===== src/hdl/mhpq_pkg.sv =====
// ----------------------------------------------------------------------------
// mhpq_pkg: shared types and constants for the min-heap priority queue
// Holds the capacity, the derived widths, the opcode and status codes, the
// controller states and the command and status bundles between controller
// and datapath.
// ----------------------------------------------------------------------------
package mhpq_pkg;

	// Number of keys the heap can hold; slots 1..CAPACITY are used.
	localparam int CAPACITY = 255;

	// Width of the entry count, which is also the width of a slot address.
	localparam int CNT_W  = $clog2(CAPACITY + 1);
	localparam int ADDR_W = CNT_W;
	localparam int DEPTH  = CAPACITY + 1;
	localparam int KEY_W  = 32;
	localparam int COUNT_W = 8;

	localparam logic [CNT_W-1:0] CAP_C = CNT_W'(CAPACITY);

	typedef enum logic {
		OP_INSERT = 1'b0,
		OP_REMOVE = 1'b1
	} opcode_t;

	typedef enum logic [1:0] {
		STAT_OK    = 2'd0,
		STAT_EMPTY = 2'd1,
		STAT_FULL  = 2'd2
	} status_t;

	typedef enum logic [2:0] {
		S_IDLE,
		S_UP_CHECK,
		S_UP_CMP,
		S_RM_LOAD,
		S_DN_CHECK,
		S_DN_CMP,
		S_DONE
	} state_t;

	// Commands from the controller to the datapath.
	typedef struct packed {
		logic accept;    // latch a new request
		logic up_check;  // sift up: write at root or read the parent
		logic up_cmp;    // sift up: compare with the parent and write
		logic rm_load;   // capture the root and the last entry
		logic dn_check;  // sift down: write at a leaf or read the children
		logic dn_cmp;    // sift down: compare with the smaller child and write
		logic load_out;  // move the result into the output register
	} cmd_t;

	// Status from the datapath to the controller.
	typedef struct packed {
		logic full;
		logic empty;
		logic at_root;
		logic up_move;
		logic no_child;
		logic dn_move;
	} sts_t;

endpackage


===== src/hdl/mhpq_ctrl.sv =====
// ----------------------------------------------------------------------------
// mhpq_ctrl: controller state machine of the min-heap priority queue
// Steps each request through the sift-up or sift-down walk and hands the
// result to the output register.
// ----------------------------------------------------------------------------
module mhpq_ctrl
	import mhpq_pkg::*;
(
	input  logic    clk,
	input  logic    arst_n,
	input  logic    s_tvalid,
	input  opcode_t opcode,
	output logic    s_tready,
	output logic    m_tvalid,
	input  logic    m_tready,
	input  sts_t    sts,
	output cmd_t    cmd
);

	state_t state_q, state_d;
	logic   out_valid_q;

	// State register and output valid flag.
	always_ff @(posedge clk or negedge arst_n) begin
		if (!arst_n) begin
			state_q     <= S_IDLE;
			out_valid_q <= 1'b0;
		end else begin
			state_q     <= state_d;
			out_valid_q <= cmd.load_out | (out_valid_q & ~m_tready);
		end
	end

	assign m_tvalid = out_valid_q;
	assign s_tready = (state_q == S_IDLE);

	// Next state and commands.
	always_comb begin
		state_d = state_q;
		cmd     = '0;
		unique case (state_q)
			S_IDLE: begin
				if (s_tvalid) begin
					cmd.accept = 1'b1;
					if (opcode == OP_INSERT) begin
						state_d = sts.full ? S_DONE : S_UP_CHECK;
					end else begin
						state_d = sts.empty ? S_DONE : S_RM_LOAD;
					end
				end
			end
			S_UP_CHECK: begin
				cmd.up_check = 1'b1;
				state_d = sts.at_root ? S_DONE : S_UP_CMP;
			end
			S_UP_CMP: begin
				cmd.up_cmp = 1'b1;
				state_d = sts.up_move ? S_UP_CHECK : S_DONE;
			end
			S_RM_LOAD: begin
				cmd.rm_load = 1'b1;
				state_d = S_DN_CHECK;
			end
			S_DN_CHECK: begin
				cmd.dn_check = 1'b1;
				state_d = sts.no_child ? S_DONE : S_DN_CMP;
			end
			S_DN_CMP: begin
				cmd.dn_cmp = 1'b1;
				state_d = sts.dn_move ? S_DN_CHECK : S_DONE;
			end
			S_DONE: begin
				if (!out_valid_q || m_tready) begin
					cmd.load_out = 1'b1;
					state_d = S_IDLE;
				end
			end
			default: begin
				state_d = S_IDLE;
			end
		endcase
	end

endmodule


===== config.mk =====
export PLATFORM = sky130hd
export DESIGN_NAME = mhpq_ctrl
export DESIGN_NICKNAME = d
export VERILOG_FILES = /design/src/hdl/mhpq_pkg.sv /design/src/hdl/mhpq_ctrl.sv
export SDC_FILE = /design/constraint.sdc
export NUM_CORES = 1
export LEC_CHECK = 0
export ABC_CLOCK_PERIOD_IN_PS = 1450
export BUFFER_PORTS_ARGS = -buffer_cell sky130_fd_sc_hd__buf_2
export CORE_AREA = 2 2 39 41
export DETAILED_ROUTE_END_ITERATION = 16
export DIE_AREA = 0 0 41 43
export REMOVE_ABC_BUFFERS = 1
export SYNTH_ARGS = -nofsm -noshare
export SYNTH_HDL_FRONTEND = slang
export SYNTH_SLANG_ARGS = --single-unit

===== constraint.sdc =====
create_clock -name clk -period 1.45 [get_ports clk]
set_clock_uncertainty 0.2 [all_clocks]
set_input_delay 0.2175 -clock clk [delete_from_list [all_inputs] [get_ports clk]]
set_output_delay 0.2175 -clock clk [all_outputs]
set_load 0.01 [all_outputs]

==> key figures <==
Placed design
  • Number of I/O port buffers: 19
  • Last weighted congestion value of the routability-driven placer: about 0.69
  • Placed wire-length estimate: 678.9 µm
  • Standard cell area after detailed placement: 489.2 µm²

Route
  • Vias per cell: slightly below 5
  • Overall via count from detail_route: about 450
  • Pre-Repair DR Iteration Count: 2
  • Routed length per placed instance: around 11 µm
  • Residual antenna-violating net count after detailed routing: 0
  • Post-detailed-routing wire length: about 1100 µm
  • Detailed-route DRC error count: 0
  • Drt initial violations: 3

Finish
  • Filler cell count: approximately 140
  • Area overhead of the layout relative to synthesis: 83.45%
  • Fraction of layout cells with a size suffix above 1: roughly two thirds
  • Final design utilization: between 40% and 50%
  • Number of nets in the finished design: between 90 and 100
  • Highest-count cells in the layout ignoring fill and taps: 19 x buf_2, 12 x buf_4, 5 x nor3b_2
  • Final standard cell area without fillers: 665.6 µm²
  • Most frequent standard cell in the layout excluding fill and tap cells: buf_2
  • Antenna cell count: 0

Logic synthesis
  • Post-synthesis xor/xnor area fraction: 0%
  • Sequential cell area fraction in the yosys report: 27.59%
  • Yosys warnings: 0
  • Combinational family with the most area after synthesis: simple AND/OR/NAND/NOR gates
  • Synthesized-area fraction occupied by adder cells: 0%
  • Portion of netlist area occupied by mux cells: under 10%
  • Synth Register Bits: 4
  • Mean instance size in the synthesized netlist: between 8 and 9 µm²
  • Complex-gate fraction of the synthesized area: 18.97%
  • Number of different library cells in the post-synthesis netlist: 27
  • Synthesized cell area: 362.8 µm²
  • Cell taking the most area after synthesis: dfrtp_1
  • Basic-gate share of the synthesized area counting and, or, nand and nor cells: between 30% and 40%
  • Cell types occupying the most area after synthesis: dfrtp_1 28%, nor3b_1 10%, a21oi_1 5.5%
  • Cell count after synthesis: 43
  • Area fraction of the dominant cell type after synthesis: approximately 28%

STA
  • Number of max-slew violations in the final report: 0
  • Slew at the pin closest to its max-slew limit: about 0.27 ns
  • RSZ-0062 raised after global routing: yes
  • Headroom to the max-slew limit: around 82%
  • Maximum operating frequency: ~630 MHz
  • Number of failing setup endpoints in the final timing report: 11
  • Final critical-path required period: between 1.5 and 2 ns
  • Fraction of the cycle the final worst path needs: 108.7%
  • Final Hold Violating Endpoints: 0
  • Worst setup slack after layout: -0.1265 ns
  • Final hold slack: 0.03162 ns

Floorplanning
  • Die width: 41 µm
  • Core box area: between 0.001 and 0.0015 mm²
  • Cell Rows: 14
  • Initial core utilization: 26.22%
  • Full die area: between 0.0015 and 0.002 mm²
  • Die Ht: about 43 µm
  • Number of top-level pins: 20

Min path
  • Worst hold path type: input pin to register

GRT
  • Initial antenna violation count: 0
  • Largest net degree at the start of global routing: 9
  • Vias in the first global route: about 410
  • Leftover overflow at the end of global routing: 0
  • Total routing usage reported by global routing: about an eighth
  • Wire length of the first global-routing pass: between 1000 and 1500 µm

Power
  • Internal portion of total power: 0.8059 mW
  • Leakage Power: between 0.3 and 0.4 nW
  • Proportion of total power due to net switching: about two fifths
  • Sequential share of power: a little over a fifth
  • Highest ir drop seen on vdd: roughly 0.85 mV
  • Comb power frac: 69.2%
  • Pwr/cell area: 2020 mW/mm²
  • Portion of total power attributed to the clock network: 10.0%
  • Switching pwr: around 0.54 mW

Setup path
  • Critical path required time: between 1 and 1.5 ns
  • Critical path endpoint category: output port
  • Critical path peak fanout: 6
  • Critical path startpoint category: register
  • Endpoint arrival time on the critical path: ~1.2 ns
  • Critical path start-end classification: register to output port

CTS
  • Number of buffers created by CTS: 3
  • Post-CTS clock slew at the launch and capture registers of the worst setup and hold paths: approximately 0.040 ns
  • TritonCTS clock tree: done
  • Worst skew pair latency: about 0.23 ns
  • H-tree lvl count: 1
  • Maximum buffer depth of the clock tree: 2
  • Total clock sinks: 4
  • Clock root buffer master: clkbuf_4

Status
  • Status: complete, but fails checks
  • Violated checks: negative setup slack

Flow run
  • Max-capacitance violation count: 0
## critical path, cell delays in order (launching register included)
cell and delay, ns:
dfrtp_2 0.45, nor3_4 0.22, and2_1 0.14, buf_2 0.12
## final timing paths
path / slack, ns / cells past startpoint / to / startpoint
min reg2reg: 0.39 / 2 / m_tvalid$_DFF_PN0_ / m_tvalid$_DFF_PN0_
min in group asynchronous: 0.11 / 2 / state_q[1]$_DFFE_PN0P_ / arst_n
max: -0.13 / 3 / cmd[6] / state_q[2]$_DFFE_PN0P_
max in group asynchronous: 0.81 / 2 / state_q[0]$_DFFE_PN0P_ / arst_n
min: 0.03 / 2 / m_tvalid$_DFF_PN0_ / m_tready
max reg2reg: -0.11 / 6 / state_q[0]$_DFFE_PN0P_ / state_q[1]$_DFFE_PN0P_
## metal layers
| layer | wire length (µm) | GRT usage (%) | up-vias |
|---|---|---|---|
| met5 | 0 | 0 | - |
| met3 | 68 | 3.141 | 0 |
| met4 | 0 | 8.000 | 0 |
| met2 | 593 | 23.13 | 14 |
| met1 | 416 | 11.48 | 208 |
| li1 | - | - | 232 |
## layout make-up
type	instances	area [µm²]	area share [%]
clock buffers	3	22.52	3.383
inverters	3	11.26	1.692
multi-input cells	32	275.3	41.35
flip-flops and latches	4	103.9	15.60
well taps	16	20.02	3.008
repair buffers	36	232.7	34.96
## logic make-up (layout without fill, tap and decap cells)
group	after synthesis	in the layout
compound gates	11	11
buf+inv	7	42
flops	4	4
mux	2	2
simple gates	19	19
## cell usage after synthesis
| library cell | n |
|---|---|
| a211oi_1 | 1 |
| a21o_1 | 1 |
| a21oi_1 | 4 |
| a31oi_1 | 1 |
| and2_1 | 1 |
| and3b_1 | 1 |
| buf_2 | 3 |
| buf_6 | 1 |
| dfrtp_1 | 4 |
| inv_1 | 3 |
| mux2_2 | 1 |
| mux2i_1 | 1 |
| nand2_1 | 2 |
| nand3b_1 | 1 |
| nor2b_1 | 1 |
| nor3_1 | 1 |
| nor3_2 | 1 |
| nor3b_1 | 5 |
| nor4_1 | 1 |
| nor4b_1 | 1 |
| nor4bb_1 | 1 |
| o21ai_0 | 2 |
| o221ai_1 | 1 |
| o31a_1 | 1 |
| or2_2 | 1 |
| or3_1 | 1 |
| or3b_1 | 1 |
## metrics by stage
| stage | cells | TNS, ns | power [mW] | setup WS [ns] |
|---|---|---|---|---|
| 6_report | 94 | -1.091 | 1.344 | -0.1265 |
| 5_1_grt | 94 | -1.832 | 1.455 | -0.1961 |
| 4_1_cts | 91 | -1.061 | 1.263 | -0.1451 |
| 3_5_place_dp | 79 | -0.1797 | 0.8692 | -0.05690 |
| 3_3_place_gp | 79 | -0.07795 | 0.8529 | -0.02775 |
| 2_1_floorplan | 39 | -0.04215 | 0.5988 | -0.04215 |
## sequential cells by signal (all words and copies together), names as in the netlist
name,count
state_q,3
m_tvalid,1
## repair_timing
item                       4_1_cts  5_1_grt
pin swaps                        7        4
hold endpoints to repair         4        0
setup endpoints to repair       11       11
hold buffers                     1        0
gates resized for setup         13        4
setup buffers                    8        3
## power groups by stage
stage	Sequential [mW]	Clock [mW]	Combinational, mW
floorplan	0.279	0	0.320
global placement	0.274	0	0.579
detailed placement	0.277	0	0.592
CTS	0.273	0.144	0.846
global route	0.295	0.152	1.01
finish	0.280	0.134	0.930
Power figures use the tool's default switching activity.
